$ cat src/card_and_pin_access_controller_macros.svh
// Assertion macros shared by the card and PIN access controller RTL.
// Define NO_ASSERTIONS to compile the checks out; no other dependencies.
`ifndef CARD_AND_PIN_ACCESS_CONTROLLER_MACROS_SVH
`define CARD_AND_PIN_ACCESS_CONTROLLER_MACROS_SVH

`ifndef NO_ASSERTIONS

// Same-cycle implication, disabled while reset is asserted.
`define CPAC_ASSERT_IMPL(label, clk, rstn, ante, cons) \
    label: assert property (@(posedge clk) disable iff (!(rstn)) (ante) |-> (cons)) \
        else $error("card_and_pin_access_controller: assertion failed");

// Next-cycle implication, disabled while reset is asserted.
`define CPAC_ASSERT_NEXT(label, clk, rstn, ante, cons) \
    label: assert property (@(posedge clk) disable iff (!(rstn)) (ante) |=> (cons)) \
        else $error("card_and_pin_access_controller: assertion failed");

`else

`define CPAC_ASSERT_IMPL(label, clk, rstn, ante, cons)
`define CPAC_ASSERT_NEXT(label, clk, rstn, ante, cons)

`endif

`endif

$ cat src/cpac_pkg.sv
// Package for the card and PIN access controller: payload structs, codes and constants.
// No dependencies; every module of the block imports it.
`default_nettype none

package cpac_pkg;

    // Number of PIN digits collected before the compare.
    localparam int PIN_DIGITS = 4;
    // Digit counter width; the held count stays below PIN_DIGITS.
    localparam int CNT_W = (PIN_DIGITS > 1) ? $clog2(PIN_DIGITS) : 1;

    localparam int TICK_W      = 24;
    localparam int APB_ADDR_W  = 5;
    localparam int APB_DATA_W  = 32;

    localparam logic [TICK_W-1:0] TICK_MAX = '1;

    // Register reset values.
    localparam logic [31:0]       RST_CARD_A_ID  = 32'd3805971974;
    localparam logic [31:0]       RST_CARD_B_ID  = 32'd3259988742;
    localparam logic [15:0]       RST_CARD_A_PIN = 16'd4660;
    localparam logic [15:0]       RST_CARD_B_PIN = 16'd17185;
    localparam logic [TICK_W-1:0] RST_TIMEOUT    = 24'd10000;

    // Key codes and card length that can match.
    localparam logic [3:0] KEY_DIGIT_MAX = 4'd9;
    localparam logic [3:0] KEY_STAR      = 4'd10;
    localparam logic [3:0] KEY_HASH      = 4'd11;
    localparam logic [3:0] CARD_ID_LEN   = 4'd4;

    // Servo pulse widths in microseconds.
    localparam logic [10:0] SERVO_CLOSED_US = 11'd1000;
    localparam logic [10:0] SERVO_OPEN_US   = 11'd2000;

    typedef enum logic [1:0] {
        MODE_ERROR = 2'd0,
        MODE_WAIT  = 2'd1,
        MODE_ENTRY = 2'd2
    } mode_t;

    typedef enum logic [2:0] {
        OP_TICK   = 3'd0,
        OP_CARD   = 3'd1,
        OP_KEY    = 3'd2,
        OP_BUTTON = 3'd3,
        OP_FAULT  = 3'd4
    } opcode_t;

    typedef enum logic [3:0] {
        ST_NONE      = 4'd0,
        ST_CARD_OK   = 4'd1,
        ST_DIGIT     = 4'd2,
        ST_CLEARED   = 4'd3,
        ST_GRANTED   = 4'd4,
        ST_DENIED    = 4'd5,
        ST_CANCELLED = 4'd6,
        ST_FAULT     = 4'd7,
        ST_TOGGLED   = 4'd8
    } status_t;

    typedef enum logic [2:0] {
        REG_CARD_A_ID  = 3'd0,
        REG_CARD_B_ID  = 3'd1,
        REG_CARD_A_PIN = 3'd2,
        REG_CARD_B_PIN = 3'd3,
        REG_TIMEOUT    = 3'd4
    } cfg_reg_t;

    // One input event.
    typedef struct packed {
        logic [2:0]  opcode;
        logic [31:0] card_id;
        logic [3:0]  card_id_bytes;
        logic [3:0]  key_code;
    } evt_t;

    // One result.
    typedef struct packed {
        logic [3:0]  event_status;
        logic        door_is_open;
        logic [2:0]  digits_held;
        logic [10:0] servo_pulse_us;
    } res_t;

    // Configuration as seen by the event core.
    typedef struct packed {
        logic [31:0]       card_a_id;
        logic [31:0]       card_b_id;
        logic [15:0]       card_a_pin;
        logic [15:0]       card_b_pin;
        logic [TICK_W-1:0] entry_timeout_ticks;
    } cfg_t;

    // Expected digit at position idx of a BCD PIN; zero past the top nibble.
    function automatic logic [3:0] pin_digit(input logic [15:0] pin, input int unsigned idx);
        int unsigned sh;
        sh = 4 * (PIN_DIGITS - 1 - idx);
        if (sh < 16) begin
            return 4'(pin >> sh);
        end
        return 4'd0;
    endfunction

endpackage

`default_nettype wire

$ cat src/card_and_pin_access_controller.sv
// Top level of the card and PIN access controller: input register, event core,
// result register and APB configuration registers. Depends on cpac_pkg and the macros header.
// Every event (tick, card read, key press, button press or reader fault) produces exactly one
// result. The block takes one transaction per clock cycle while the consumer keeps m_ready
// high. An accepted event waits in the input register until the result register can take
// its result; then the single-pass event core updates the lock state and loads the result
// register, which holds the result until the consumer takes it. The only stalls come from
// a consumer that holds m_ready low.
// Configuration registers are to be written through the APB port while no events are in
// flight; the user must keep to this, the block itself does not enforce it.
`default_nettype none

`include "card_and_pin_access_controller_macros.svh"

module card_and_pin_access_controller
    import cpac_pkg::*;
(
    input  wire logic                  aclk,
    input  wire logic                  aresetn,
    // Event channel.
    input  wire logic                  s_valid,
    output logic                       s_ready,
    input  wire evt_t                  s_data,
    // Result channel.
    output logic                       m_valid,
    input  wire logic                  m_ready,
    output res_t                       m_data,
    // Configuration port.
    input  wire logic                  psel,
    input  wire logic                  penable,
    input  wire logic                  pwrite,
    input  wire logic [APB_ADDR_W-1:0] paddr,
    input  wire logic [APB_DATA_W-1:0] pwdata,
    output logic      [APB_DATA_W-1:0] prdata,
    output logic                       pready
);

    cfg_t cfg;
    evt_t in_data;
    res_t core_res;
    logic in_valid;
    logic advance;

    // An event moves into the core when the result register can take its result.
    assign advance = in_valid && (!m_valid || m_ready);

    cpac_regs u_regs (
        .aclk    (aclk),
        .aresetn (aresetn),
        .psel    (psel),
        .penable (penable),
        .pwrite  (pwrite),
        .paddr   (paddr),
        .pwdata  (pwdata),
        .prdata  (prdata),
        .pready  (pready),
        .cfg     (cfg)
    );

    cpac_in_reg u_in_reg (
        .aclk     (aclk),
        .aresetn  (aresetn),
        .s_valid  (s_valid),
        .s_ready  (s_ready),
        .s_data   (s_data),
        .advance  (advance),
        .in_valid (in_valid),
        .in_data  (in_data)
    );

    cpac_core u_core (
        .aclk    (aclk),
        .aresetn (aresetn),
        .cfg     (cfg),
        .fire    (advance),
        .evt     (in_data),
        .res     (core_res)
    );

    cpac_out_reg u_out_reg (
        .aclk    (aclk),
        .aresetn (aresetn),
        .load    (advance),
        .res_in  (core_res),
        .m_valid (m_valid),
        .m_ready (m_ready),
        .m_data  (m_data)
    );

    // An accepted transaction is held in the input register on the next cycle.
    `CPAC_ASSERT_NEXT(a_accept_held, aclk, aresetn, s_valid && s_ready, in_valid)

    // A processed event always leaves a result waiting on the next cycle.
    `CPAC_ASSERT_NEXT(a_result_follows, aclk, aresetn, advance, m_valid)

    // The held digit count never reaches the full PIN length.
    `CPAC_ASSERT_IMPL(a_digits_below_len, aclk, aresetn, m_valid,
        32'(m_data.digits_held) < PIN_DIGITS)

    // Grants and cancellations leave the door open with no digits held.
    `CPAC_ASSERT_IMPL(a_open_on_grant, aclk, aresetn,
        m_valid && (m_data.event_status == ST_GRANTED || m_data.event_status == ST_CANCELLED),
        m_data.door_is_open && m_data.digits_held == 3'd0)

endmodule

`default_nettype wire

$ cat src/cpac_regs.sv
// APB configuration registers of the card and PIN access controller.
// Depends on cpac_pkg for register indexes, reset values and the cfg_t struct.
`default_nettype none

module cpac_regs
    import cpac_pkg::*;
(
    input  wire logic                  aclk,
    input  wire logic                  aresetn,
    input  wire logic                  psel,
    input  wire logic                  penable,
    input  wire logic                  pwrite,
    input  wire logic [APB_ADDR_W-1:0] paddr,
    input  wire logic [APB_DATA_W-1:0] pwdata,
    output logic      [APB_DATA_W-1:0] prdata,
    output logic                       pready,
    output cfg_t                       cfg
);

    logic [31:0]       card_a_id_reg;
    logic [31:0]       card_b_id_reg;
    logic [15:0]       card_a_pin_reg;
    logic [15:0]       card_b_pin_reg;
    logic [TICK_W-1:0] timeout_reg;
    logic [2:0]        reg_index;
    logic              wr_en;

    assign pready    = 1'b1;
    assign reg_index = paddr[4:2];
    assign wr_en     = psel && penable && pwrite;

    // Register writes complete in the access phase.
    always_ff @(posedge aclk) begin
        if (!aresetn) begin
            card_a_id_reg  <= RST_CARD_A_ID;
            card_b_id_reg  <= RST_CARD_B_ID;
            card_a_pin_reg <= RST_CARD_A_PIN;
            card_b_pin_reg <= RST_CARD_B_PIN;
            timeout_reg    <= RST_TIMEOUT;
        end else if (wr_en) begin
            case (reg_index)
                REG_CARD_A_ID:  card_a_id_reg  <= pwdata;
                REG_CARD_B_ID:  card_b_id_reg  <= pwdata;
                REG_CARD_A_PIN: card_a_pin_reg <= pwdata[15:0];
                REG_CARD_B_PIN: card_b_pin_reg <= pwdata[15:0];
                REG_TIMEOUT:    timeout_reg    <= pwdata[TICK_W-1:0];
                default: begin
                end
            endcase
        end
    end

    // Read data, zero-extended to the bus width.
    always_comb begin
        case (reg_index)
            REG_CARD_A_ID:  prdata = card_a_id_reg;
            REG_CARD_B_ID:  prdata = card_b_id_reg;
            REG_CARD_A_PIN: prdata = APB_DATA_W'(card_a_pin_reg);
            REG_CARD_B_PIN: prdata = APB_DATA_W'(card_b_pin_reg);
            REG_TIMEOUT:    prdata = APB_DATA_W'(timeout_reg);
            default:        prdata = '0;
        endcase
    end

    assign cfg.card_a_id           = card_a_id_reg;
    assign cfg.card_b_id           = card_b_id_reg;
    assign cfg.card_a_pin          = card_a_pin_reg;
    assign cfg.card_b_pin          = card_b_pin_reg;
    assign cfg.entry_timeout_ticks = timeout_reg;

endmodule

`default_nettype wire

$ cat src/cpac_in_reg.sv
// Input register stage: holds one accepted event until the core processes it.
// Depends on cpac_pkg for the evt_t payload struct.
`default_nettype none

module cpac_in_reg
    import cpac_pkg::*;
(
    input  wire logic aclk,
    input  wire logic aresetn,
    input  wire logic s_valid,
    output logic      s_ready,
    input  wire evt_t s_data,
    input  wire logic advance,
    output logic      in_valid,
    output evt_t      in_data
);

    logic in_valid_reg;
    evt_t in_data_reg;

    // Free when empty or when the held event moves on this cycle.
    assign s_ready = !in_valid_reg || advance;

    always_ff @(posedge aclk) begin
        if (!aresetn) begin
            in_valid_reg <= 1'b0;
        end else if (s_valid && s_ready) begin
            in_valid_reg <= 1'b1;
        end else if (advance) begin
            in_valid_reg <= 1'b0;
        end
    end

    always_ff @(posedge aclk) begin
        if (s_valid && s_ready) begin
            in_data_reg <= s_data;
        end
    end

    assign in_valid = in_valid_reg;
    assign in_data  = in_data_reg;

endmodule

`default_nettype wire

$ cat src/cpac_core.sv
// Event core: mode state machine, door latch, PIN digit store and entry timer.
// Depends on cpac_pkg for codes, constants, structs and the PIN digit function.
`default_nettype none

module cpac_core
    import cpac_pkg::*;
(
    input  wire logic aclk,
    input  wire logic aresetn,
    input  wire cfg_t cfg,
    input  wire logic fire,
    input  wire evt_t evt,
    output res_t      res
);

    mode_t             mode_reg, mode_next;
    logic              door_reg, door_next;
    logic              sel_reg, sel_next;
    logic [CNT_W-1:0]  cnt_reg, cnt_next;
    logic [TICK_W-1:0] elapsed_reg, elapsed_next;
    logic [TICK_W-1:0] elapsed_inc;
    logic [3:0]        digit_reg [PIN_DIGITS];
    logic              digit_wr;
    logic              pin_ok;
    logic [15:0]       pin_sel;
    logic              card_len_ok;
    status_t           status;

    // Control state updates once per processed event.
    always_ff @(posedge aclk) begin
        if (!aresetn) begin
            mode_reg    <= MODE_WAIT;
            door_reg    <= 1'b0;
            sel_reg     <= 1'b0;
            cnt_reg     <= '0;
            elapsed_reg <= '0;
        end else if (fire) begin
            mode_reg    <= mode_next;
            door_reg    <= door_next;
            sel_reg     <= sel_next;
            cnt_reg     <= cnt_next;
            elapsed_reg <= elapsed_next;
        end
    end

    // Digit store; entries are only compared after being written.
    always_ff @(posedge aclk) begin
        if (fire && digit_wr) begin
            digit_reg[cnt_reg] <= evt.key_code;
        end
    end

    // PIN compare with the incoming key as the last digit.
    always_comb begin
        pin_sel = sel_reg ? cfg.card_b_pin : cfg.card_a_pin;
        pin_ok  = 1'b1;
        for (int i = 0; i < PIN_DIGITS; i++) begin
            if (i == PIN_DIGITS - 1) begin
                if (evt.key_code != pin_digit(pin_sel, i)) begin
                    pin_ok = 1'b0;
                end
            end else if (digit_reg[i] != pin_digit(pin_sel, i)) begin
                pin_ok = 1'b0;
            end
        end
    end

    // Saturating tick count and card length check.
    assign elapsed_inc = (elapsed_reg == TICK_MAX) ? elapsed_reg : elapsed_reg + TICK_W'(1);
    assign card_len_ok = (evt.card_id_bytes == CARD_ID_LEN);

    // Next state and status for the event held in the input register.
    always_comb begin
        mode_next    = mode_reg;
        door_next    = door_reg;
        sel_next     = sel_reg;
        cnt_next     = cnt_reg;
        elapsed_next = elapsed_reg;
        digit_wr     = 1'b0;
        status       = ST_NONE;

        case (evt.opcode)
            OP_TICK: begin
                if (mode_reg == MODE_ENTRY) begin
                    elapsed_next = elapsed_inc;
                    if (elapsed_inc > cfg.entry_timeout_ticks) begin
                        status    = ST_DENIED;
                        cnt_next  = '0;
                        sel_next  = 1'b0;
                        mode_next = MODE_WAIT;
                    end
                end
            end
            OP_CARD: begin
                if (mode_reg == MODE_WAIT) begin
                    cnt_next = '0;
                    sel_next = 1'b0;
                    if (!door_reg) begin
                        if (card_len_ok && evt.card_id == cfg.card_a_id) begin
                            status       = ST_CARD_OK;
                            elapsed_next = '0;
                            mode_next    = MODE_ENTRY;
                        end else if (card_len_ok && evt.card_id == cfg.card_b_id) begin
                            sel_next     = 1'b1;
                            status       = ST_CARD_OK;
                            elapsed_next = '0;
                            mode_next    = MODE_ENTRY;
                        end else begin
                            status = ST_DENIED;
                        end
                    end
                end
            end
            OP_KEY: begin
                if (mode_reg == MODE_ENTRY) begin
                    if (evt.key_code <= KEY_DIGIT_MAX) begin
                        if (32'(cnt_reg) == PIN_DIGITS - 1) begin
                            // Last digit: compare and leave entry either way.
                            if (pin_ok) begin
                                status    = ST_GRANTED;
                                door_next = 1'b1;
                            end else begin
                                status = ST_DENIED;
                            end
                            cnt_next  = '0;
                            sel_next  = 1'b0;
                            mode_next = MODE_WAIT;
                        end else begin
                            digit_wr = 1'b1;
                            cnt_next = cnt_reg + CNT_W'(1);
                            status   = ST_DIGIT;
                        end
                    end else if (evt.key_code == KEY_STAR) begin
                        cnt_next = '0;
                        status   = ST_CLEARED;
                    end else if (evt.key_code == KEY_HASH) begin
                        // An early compare never has enough digits to match.
                        status    = ST_DENIED;
                        cnt_next  = '0;
                        sel_next  = 1'b0;
                        mode_next = MODE_WAIT;
                    end
                end
            end
            OP_BUTTON: begin
                door_next = !door_reg;
                status    = ST_TOGGLED;
                if (!door_reg && mode_reg == MODE_ENTRY) begin
                    cnt_next  = '0;
                    sel_next  = 1'b0;
                    mode_next = MODE_WAIT;
                    status    = ST_CANCELLED;
                end
            end
            OP_FAULT: begin
                cnt_next  = '0;
                sel_next  = 1'b0;
                mode_next = MODE_ERROR;
                status    = ST_FAULT;
            end
            default: begin
            end
        endcase
    end

    // Result fields reflect the state after the event.
    assign res.event_status   = status;
    assign res.door_is_open   = door_next;
    assign res.digits_held    = 3'(cnt_next);
    assign res.servo_pulse_us = door_next ? SERVO_OPEN_US : SERVO_CLOSED_US;

endmodule

`default_nettype wire

$ cat src/cpac_out_reg.sv
// Result register stage: holds one result until the consumer takes it.
// Depends on cpac_pkg for the res_t payload struct.
`default_nettype none

module cpac_out_reg
    import cpac_pkg::*;
(
    input  wire logic aclk,
    input  wire logic aresetn,
    input  wire logic load,
    input  wire res_t res_in,
    output logic      m_valid,
    input  wire logic m_ready,
    output res_t      m_data
);

    logic m_valid_reg;
    res_t m_data_reg;

    always_ff @(posedge aclk) begin
        if (!aresetn) begin
            m_valid_reg <= 1'b0;
        end else if (load) begin
            m_valid_reg <= 1'b1;
        end else if (m_ready) begin
            m_valid_reg <= 1'b0;
        end
    end

    always_ff @(posedge aclk) begin
        if (load) begin
            m_data_reg <= res_in;
        end
    end

    assign m_valid = m_valid_reg;
    assign m_data  = m_data_reg;

endmodule

`default_nettype wire

$ cat config.mk
export PLATFORM = sky130hd
export DESIGN_NAME = card_and_pin_access_controller
export DESIGN_NICKNAME = d
export VERILOG_FILES = /design/src/cpac_pkg.sv /design/src/card_and_pin_access_controller.sv /design/src/cpac_regs.sv /design/src/cpac_in_reg.sv /design/src/cpac_core.sv /design/src/cpac_out_reg.sv
export VERILOG_INCLUDE_DIRS = /design/src /design/src/src
export SDC_FILE = /design/constraint.sdc
export NUM_CORES = 1
export LEC_CHECK = 0
export BUFFER_PORTS_ARGS = -buffer_cell sky130_fd_sc_hd__buf_4
export CORE_MARGIN = 3
export CORE_UTILIZATION = 40
export CTS_CLUSTER_DIAMETER = 30
export DETAILED_ROUTE_END_ITERATION = 8
export PLACE_DENSITY = 0.72
export SYNTH_ARGS = -nofsm -noshare
export SYNTH_HDL_FRONTEND = slang
export SYNTH_HIERARCHICAL = 1
export SYNTH_SLANG_ARGS = --single-unit
export TNS_END_PERCENT = 30
$ cat constraint.sdc
create_clock -name aclk -period 3.8 [get_ports aclk]
set_clock_uncertainty 0.2 [all_clocks]
set_input_delay 0 -clock aclk [delete_from_list [all_inputs] [get_ports aclk]]
set_output_delay 0 -clock aclk [all_outputs]
set_load 0.1 [all_outputs]
### Word-level counts from Yosys, hierarchy flattened

Memory sizes are Yosys's and may differ from the RTL's.
Index checks and enable logic that the tools add are counted.

* flip-flop bits (word level): 213
* memories kept: 1
* RAM bits: 16
* output and inout bits: 54
* bits of input ports: 87
* word-level logic and storage cells: 162

* add/sub/neg operators: 2
* reduce and logical (&&, ||, !) cells: 27
* equal/unequal tests: 31
* $lt $le $gt $ge: 2
* muxes and demuxes: 79

Memory list
* u_core.digit_reg: depth 4, bits a word 4, rd ports 3, clocked after Yosys merged registers in 0, wr ports 1, line cpac_core.sv:22 `logic [3:0] digit_reg [PIN_DIGITS];`

Operator list (count)
* one-hot mux 32 bit (5 select lines): 1
* 2-to-1 mux 24 bit: 6
* equality test 32 bit: 2
* one-hot mux 24 bit (2 select lines): 1
* 2-to-1 mux 2 bit: 21
* 2-to-1 mux 4 bit: 8
* 2-to-1 mux 1 bit: 31
* adder 24 x 1 -> 24 bit, second input constant: 1
* equality test 24 bit, second input constant: 1
* > comparator 24 bit: 1
* one-hot mux 2 bit (5 select lines): 2
* one-hot mux 4 bit (5 select lines): 1
* 2-to-1 mux 16 bit: 1
* inequality test 4 bit: 4
* equality test 3 x 2 -> 1 bit, second input constant: 4
* 2-to-1 mux 3 bit: 4
* AND reduction 12 bit: 1
* 2-to-1 mux 11 bit: 1
* inequality test 2 x 1 -> 1 bit, second input constant: 5
* AND reduction 10 bit: 1
* AND reduction 2 bit: 5
* equality test 4 bit, second input constant: 2
* logical AND 1 bit: 8
* equality test 3 x 1 -> 1 bit, second input constant: 2
* other kinds (18): 27

### Depth between registers and ports, before layout

Gate-level depths: netlist of run 1.

* depth after elaboration: 12
* depth in mapped cells: 16
* gate-level depth less buffers: 15

### By module

The synthesis of run 1 kept the hierarchy.

By module, submodules not included
* cpac_regs: cells an instance 605, seq. area each 2402.3 um^2, area each 5556.6 um^2, times used 1
* cpac_core: cells an instance 550, seq. area each 960.9 um^2, area each 4476.8 um^2, times used 1
* cpac_in_reg: cells an instance 48, seq. area each 1311.3 um^2, area each 1348.8 um^2, times used 1
* cpac_out_reg: cells an instance 22, seq. area each 590.6 um^2, area each 611.8 um^2, times used 1
* card_and_pin_access_controller: cells an instance 2, seq. area each 0.0 um^2, area each 11.3 um^2, times used 1

### Worst setup path before layout of run 1

OpenSTA, ideal clock, no wires.

* kind: register to register
* start point: reg u_core.elapsed_reg[0]
* end point: reg u_core.sel_reg
* period minus slack after synthesis: 3.771 ns
* path slack: 0.029 ns
* arrival time: 3.500 ns
* buffers on the path: 1
* required time: 3.530 ns
* stages on the path, launching flop included: 16
* setup time: 0.070 ns
* path through: dfxtp_1 ha_1 inv_1 nor3_2 a31oi_4 and4_1 clkbuf_1 nand3_1 xnor2_1 ha_1 nand4_2 nor4_2 a31oi_1 a21bo_2 or4_1 a21oi_1

* longest elaborated chain between the ends: 5
* elaborated cells between the ends (all ways): 6
* classes of those cells: add/sub (1); order compare (1); eq/ne (2); mux (1); reduce/logical (1)

RTL lines
* start: declaration: line cpac_core.sv:20 `logic [TICK_W-1:0] elapsed_reg, elapsed_next;`
* start signal: assignment: line cpac_core.sv:42 `elapsed_reg <= elapsed_next;`
* adder 24 x 1 -> 24 bit or equality test 24 bit (tied branches): line cpac_core.sv:69 `assign elapsed_inc = (elapsed_reg == TICK_MAX) ? elapsed_reg : elapsed_reg + TICK_W'(1);`
* 2-to-1 mux 24 bit (*): line cpac_core.sv:69
* > comparator 24 bit (*): line cpac_core.sv:86 `if (elapsed_inc > cfg.entry_timeout_ticks) begin`
* inequality test 2 x 1 -> 1 bit (no line) (*)
* AND reduction 10 bit (no line) (*)
* end signal: assignment: line cpac_core.sv:40 `sel_reg <= sel_next;`
* end: declaration: line cpac_core.sv:18 `logic sel_reg, sel_next;`

Every way passes the cells marked *; elsewhere a longest branch is shown, timed or not.
A chain may end at the register's enable or synchronous reset.

### Final worst setup path of run 1

Ends and elaborated chain as after synthesis.

==> flow_summary_export.csv, run 1 <==
group,metric,value,unit
final_layout,fin_area,16800,sq um
clocking,path_clk_slew,0.05,ns
drt,drt_iter0_markers,1013,
setup_path,path_common_cell,"buf_4",
setup_path,cp-start-kind,"register",
die,core,29200,sq um
grt,use_met3,4.13,%
timing,finalSetupViolations,0,
setup_path,reg2regPathDepth,17,
setup_path,worstPathArrival,4.05,ns
power_and_ir_drop,power_density,457,nW/um^2
flow_run,cap_violations,0,
synthesis,ys_types,75,
die,start_util,41.2,%
final_layout,area_delta_synth_final,39.8,%
place,dpl_cell_area,13400,sq um
die,num_rows,62,
drt,wl_per_cell,19.5,um
place,port_buffers,137,
synthesis,ys_ff_latch,226,
place,globalplace.congestion,0.880,
die,die_h,179,um
timing,worst_hold_slack,0.0378,ns
grt,grt_use_met1,28.7,%
timing,finalCriticalPeriod,3.77,ns
place,place_hpwl,24.0,mm
grt,antenna_found_initial,0,
power_and_ir_drop,p_leak,6.98,nW
power_and_ir_drop,vdd_ir_drop_max,0.365,mV
setup_path,crit_path_max_fanout,4,
clocking,cts_tree,"done",
setup_path,cp_top_family,"simple AND/OR/NAND/NOR gates",
setup_path,cpPeakStageDelay,0.48,ns
grt,grt_max_degree,140,
synthesis,avgSynthCellArea,9.78,sq um
die,dieArea,32100,sq um
die,die_width,179,um
setup_path,path_cells,"ha_2, inv_1, nor3_2, buf_4, a31oi_4, and3_4, nand4_1, xnor2_1, ha_1, nand4_1, buf_4, buf_4, nor4_4, a31oi_1, a21bo_2, or4_4, a21oi_2",
hold_path,hold_path.class,"input port to register",
synthesis,synth_edf_count,74,
final_layout,insertedDiodeCount,0,
clocking,clk_path_buf_depth,3,
synthesis,ys_seq_area_share,43.9,%
run_status,status,"complete, no violations",
synthesis,synth_top_area_cell,"dfxtp_1",
setup_path,crit_required,4.08,ns
synthesis,synth.area.top_cells,"dfxtp_1 25%, edfxtp_1 19%, mux2i_1 10%, xor2_1 5.1%, nand2_1 4.6%",
drt,routed_via_density,5.50,
hold_path,whs_path_depth,2,
final_layout,nNetsFinal,1648,
grt,grt-busiest-layer,"met2",
timing,max-slew-margin-rel,37.0,%
timing,slew_viol_final,0,
grt,use_met2,40.0,%
timing,finalHoldViolations,0,
setup_path,crit_buf_inv,4,
clocking,ctsHtreeMaxLevel,2,
synthesis,synth_warnings,6,
final_layout,utilization,57.5,%
hold_path,hold_start,"s_data[42]",
timing,fmax,265,MHz
synthesis,synthArstFlopShare,0,%
timing,rsz0062_at_grt,"true",
final_layout,drive_gt1_share,22.1,%
synthesis,synth_area,12000,sq um
grt,grt_usage,23.2,%
drt,vias,10800,
clocking,worstSkewPairLatency,0.56,ns
drt,ant_nets,0,
synthesis,synth_cells,1227,
timing,worst_slew_pin_slew,0.945,ns
setup_path,cp_slowest_cell,"or4_4",
drt,drc,0,
clocking,cts_buffers,49,
clocking,root_buffer,"clkbuf_16",
final_layout,n_fill_cell,2423,
grt,grt_first_pass_wirelength,58.5,mm
clocking,clock-sinks,226,
setup_path,rrSetupSlack,0.03,ns
synthesis,ys.flop_type,"dfxtp_1",
synthesis,synthTopCellsByCount,"152 x dfxtp_1, 146 x nand2_1, 120 x mux2i_1, 74 x edfxtp_1, 70 x xor2_1",
drt,drtPass1Iterations,7,
grt,overflow,0,
setup_path,crit_type,"register to register",
synthesis,yosysMostFrequentCell,"dfxtp_1",
setup_path,endpoint_kind,"register",
hold_path,hold_path_end,"u_in_reg/in_data[42]$_DFFE_PP_",
timing,finalSetupTns,0,ns
timing,fin_crit_sh,99.3,%
die,io_pins,141,
drt,wl,38.2,mm
final_layout,largest_reg_flops,43,
synthesis,yosys.area.top_type_share,25.3,%
grt,grt_pass1_vias,10700,
setup_path,rr_endpoint,"u_core/sel_reg$_SDFFE_PN0P_",
setup_path,rr_startpoint,"u_core/elapsed_reg[0]$_SDFFE_PN0P_",
[worst max-delay path by stage]
| stage | startpoint | slack (ns) | cells after the start | to |
|---|---|---|---|---|
| 6_report | u_core/elapsed_reg[0]$_SDFFE_PN0P_ | 0.03 | 17 | u_core/sel_reg$_SDFFE_PN0P_ |
| 5_1_grt | u_core/elapsed_reg[0]$_SDFFE_PN0P_ | -0.10 | 17 | u_core/sel_reg$_SDFFE_PN0P_ |
| 4_1_cts | u_core/elapsed_reg[18]$_SDFFE_PN0P_ | 0.02 | 15 | u_core/sel_reg$_SDFFE_PN0P_ |
| 3_5_place_dp | u_core/elapsed_reg[0]$_SDFFE_PN0P_ | -0.003 | 15 | u_core/sel_reg$_SDFFE_PN0P_ |
| 3_3_place_gp | u_core/elapsed_reg[0]$_SDFFE_PN0P_ | 0.07 | 15 | u_core/sel_reg$_SDFFE_PN0P_ |
| 2_1_floorplan | u_core/elapsed_reg[0]$_SDFFE_PN0P_ | 0.03 | 15 | u_core/sel_reg$_SDFFE_PN0P_ |
[final cells by class]
type	instances	area (sq um)	share of cell area (%)
clock buffer	66	1440	8.55
clock inverter	25	278	1.65
inverter	66	248	1.48
multi-input combinational	849	6120	36.5
sequential	226	5270	31.4
tap	384	480	2.86
timing repair buffer	340	2950	17.6
[where the power goes]
group | switching [mW] | internal, mW
Sequential | 0.0495 | 2.57
Clock | 1.45 | 2.82
Combinational | 0.501 | 0.289
[metal layers]
| layer | vias to the layer above | wire length [um] |
|---|---|---|
| met5 | - | 0 |
| met1 | 5164 | 15100 |
| met3 | 118 | 2760 |
| met4 | 0 | 1530 |
| met2 | 486 | 18800 |
| li1 | 4999 | - |
[stage by stage]
step | setup slack (ns) | power (mW) | std cells
floorplan | 0.0291 | 3.11 | 1233
global placement | 0.0724 | 3.31 | 1705
detailed placement | -0.00271 | 3.32 | 1705
CTS | 0.0165 | 7.67 | 1944
global route | -0.103 | 7.90 | 1956
finish | 0.0273 | 7.67 | 1956
[cells in the final DEF, fill, tap and decap left out, types with 30 or more instances in the layout]
cell / instances
xnor2_1: 30
inv_1: 66
nand3_1: 36
mux2i_1: 120
xor2_1: 70
dlygate4sd3_1: 148
dfxtp_1: 145
nand2_1: 143
a22oi_1: 32
nor2_1: 42
edfxtp_1: 74
o211ai_1: 38
o21ai_0: 38
clkbuf_16: 53
buf_4: 189
[logic make-up after synthesis]
family / count (synthesis) / share of synthesized area (%)
compound gates: 215 / 12.3
xor+xnor: 101 / 7.37
fa+ha+maj: 29 / 3.02
buf+inv: 158 / 6.32
flops: 226 / 43.9
mux: 139 / 11.8
other cells: 3 / 0.0938
simple gates: 356 / 15.2
[timing repair]
item                       4_1_cts  5_1_grt
hold endpoints to repair       250        0
hold buffers                   148        0
setup endpoints to repair        1        7
pin swaps                        0       22
setup buffers                    0       12
gates resized for setup          1       33
Power figures use the tool's default switching activity.
==> inputs of run 2 (changes only) <==
--- a/config.mk
+++ b/config.mk
@@ -6,12 +6,13 @@
 export SDC_FILE = /design/constraint.sdc
 export NUM_CORES = 1
 export LEC_CHECK = 0
+export ABC_AREA = 1
 export BUFFER_PORTS_ARGS = -buffer_cell sky130_fd_sc_hd__buf_4
 export CORE_MARGIN = 3
 export CORE_UTILIZATION = 40
 export CTS_CLUSTER_DIAMETER = 30
 export DETAILED_ROUTE_END_ITERATION = 8
-export PLACE_DENSITY = 0.72
+export PLACE_DENSITY = 0.71
 export SYNTH_ARGS = -nofsm -noshare
 export SYNTH_HDL_FRONTEND = slang
 export SYNTH_HIERARCHICAL = 1
==> flow_summary_export.csv, run 2 <==
group,metric,value,unit
run_status,status,"complete, no violations",
hold_path,hold_path.class,"input port to register",
synthesis,yosysMostFrequentCell,"nand2_1",
die,die_h,182,um
synthesis,synthTopCellsByCount,"581 x nand2_1, 230 x nor2_1, 191 x nand3_1, 161 x inv_1, 152 x dfxtp_1",
drt,drtPass1Iterations,5,
drt,wl_per_cell,16.1,um
drt,routed_via_density,5.15,
flow_run,cap_violations,0,
timing,finalSetupTns,0,ns
timing,finalCriticalPeriod,3.35,ns
synthesis,synth_area,12400,sq um
synthesis,synthArstFlopShare,0,%
power_and_ir_drop,power_density,496,nW/um^2
clocking,clock-sinks,226,
timing,finalSetupViolations,0,
synthesis,synth_edf_count,74,
power_and_ir_drop,p_leak,7.79,nW
setup_path,crit_path_max_fanout,7,
die,num_rows,63,
synthesis,ys.flop_type,"dfxtp_1",
clocking,cts_tree,"done",
die,io_pins,141,
clocking,worstSkewPairLatency,0.56,ns
place,place_hpwl,24.8,mm
place,globalplace.congestion,0.941,
clocking,path_clk_slew,0.05,ns
synthesis,avgSynthCellArea,7.12,sq um
final_layout,largest_reg_flops,43,
timing,max-slew-margin-rel,33.2,%
synthesis,ys_ff_latch,226,
grt,antenna_found_initial,1,
grt,overflow,0,
timing,slew_viol_final,0,
timing,worst_hold_slack,0.0332,ns
setup_path,crit_type,"register to register",
synthesis,synth_top_area_cell,"dfxtp_1",
final_layout,multiInputGateArea,6070,sq um
die,dieArea,33100,sq um
drt,drc,0,
timing,fmax,299,MHz
setup_path,cpPeakStageDelay,0.35,ns
grt,grt_pass1_vias,12400,
final_layout,drive_gt1_share,14.5,%
drt,wl,39.5,mm
place,dpl.cell_count,2210,
place,port_buffers,137,
setup_path,cp-start-kind,"register",
setup_path,crit_required,4.05,ns
timing,finalHoldViolations,0,
setup_path,path_common_cell,"nand2_1",
timing,fin_crit_sh,88.1,%
timing,worst_slew_pin_slew,1.00,ns
drt,drt_iter0_markers,1275,
final_layout,area_delta_synth_final,36.7,%
synthesis,ys_seq_area_share,42.5,%
setup_path,path_cells,"ha_1, nand2_1, nor2_2, nand2_1, nor2_4, nor3_2, nand2_1, xnor2_1, ha_1, nand2_1, inv_1, nand3_1, nor3_2, nand2_1, nand3_1, nand2_1, nand2_1, and2_1, nand3_1, a21oi_1",
grt,grt_max_degree,67,
setup_path,endpoint_kind,"register",
final_layout,fin_cells,2447,
drt,vias,12600,
power_and_ir_drop,vdd_ir_drop_max,0.365,mV
final_layout,insertedDiodeCount,0,
die,die_width,182,um
final_layout,nNetsFinal,2130,
die,start_util,41.2,%
final_layout,n_fill_cell,2621,
clocking,cts_buffers,52,
synthesis,synth.area.top_cells,"dfxtp_1 25%, edfxtp_1 18%, nand2_1 18%, nand3_1 7.7%, nor2_1 7.0%",
final_layout,seqCellArea,5270,sq um
synthesis,synth_warnings,6,
grt,grt_usage,23.4,%
setup_path,worstPathArrival,3.59,ns
setup_path,cp_slowest_cell,"dfxtp_2",
timing,rsz0062_at_grt,"false",
grt,grt_first_pass_wirelength,63.5,mm
synthesis,yosys.area.top_type_share,24.5,%
clocking,root_buffer,"clkbuf_16",
clocking,clk_path_buf_depth,3,
final_layout,final_common_cell,"nand2_1",
die,core,30100,sq um
clocking,ctsHtreeMaxLevel,2,
final_layout,mostFrequentLayoutCells,"581 x nand2_1, 229 x nor2_1, 191 x nand3_1",
synthesis,synth_cells,1741,
drt,ant_nets,0,
synthesis,ys_types,45,
run 2: metrics by stage:
step | utilization [%] | power (mW) | area, sq um | worst slack, ns
3_5_place_dp | 45.2 | 3.46 | 13600 | 0.300
5_1_grt | 56.3 | 8.65 | 16900 | 0.0101
4_1_cts | 56.3 | 8.41 | 16900 | 0.290
3_3_place_gp | 45.2 | 3.45 | 13600 | 0.379
2_1_floorplan | - | 3.22 | 12400 | 0.236
6_report | 56.3 | 8.40 | 16900 | 0.453
run 2: worst paths after layout:
check	start	to	slack [ns]	cells after the start
worst min register to register	u_core/elapsed_reg[4]$_SDFFE_PN0P_	u_core/elapsed_reg[4]$_SDFFE_PN0P_	0.29	2
worst max register to register	u_core/elapsed_reg[0]$_SDFFE_PN0P_	u_core/mode_reg[1]$_SDFFE_PN0P_	0.45	20
worst max-delay path	u_core/elapsed_reg[0]$_SDFFE_PN0P_	u_core/mode_reg[1]$_SDFFE_PN0P_	0.45	20
worst min-delay path	pwdata[23]	u_regs/card_a_id_reg[23]$_SDFFE_PN1P_	0.03	4
run 2: cell families after synthesis:
group / Yosys count / synth area share [%]
AOI/OAI and AO/OA: 78 / 3.41
xor gates and xnor gates: 66 / 4.72
adders and majority gates: 29 / 2.93
buffers and inverters: 252 / 8.90
DFF: 226 / 42.5
muxes: 1 / 0.0807
other: 3 / 0.0908
and+or+nand+nor: 1086 / 37.4
run 2: critical path: cells and delay by family (launching register included):
kind	cells	cell delay, ns
flops	1	0.35
compound gates	1	0.16
simple gates	15	1.75
xor+xnor	1	0.17
buf+inv	1	0.06
fa+ha+maj	2	0.57
run 2: final cells by class:
type	instances	area share, %
timing repair buffer	295	15.1
clock inverter	36	3.00
multi-input combinational	1269	35.8
tap	390	2.88
clock buffer	61	8.31
inverter	170	3.77
sequential	226	31.1
run 2: power by group:
group	switching (mW)	internal (mW)	total, mW
registers	0.0543	2.58	2.63
logic	0.611	0.299	0.910
clock network	1.46	3.40	4.86
total	2.12	6.27	8.40
run 2: timing repair:
action,in CTS,in global routing
hold buffers,140,0
hold endpoints to repair,198,0
gates resized for setup,0,3
setup buffers,0,0
setup endpoints to repair,0,6
run 2: per-layer routing:
layer  GRT usage (%)  vias to the layer above  wire length, um
li1                -                     6063                -
met1            29.1                     5797            15500
met2            39.4                      607            19300
met3            3.79                      133             3040
met4            11.5                        2             1690
met5               0                        -                7
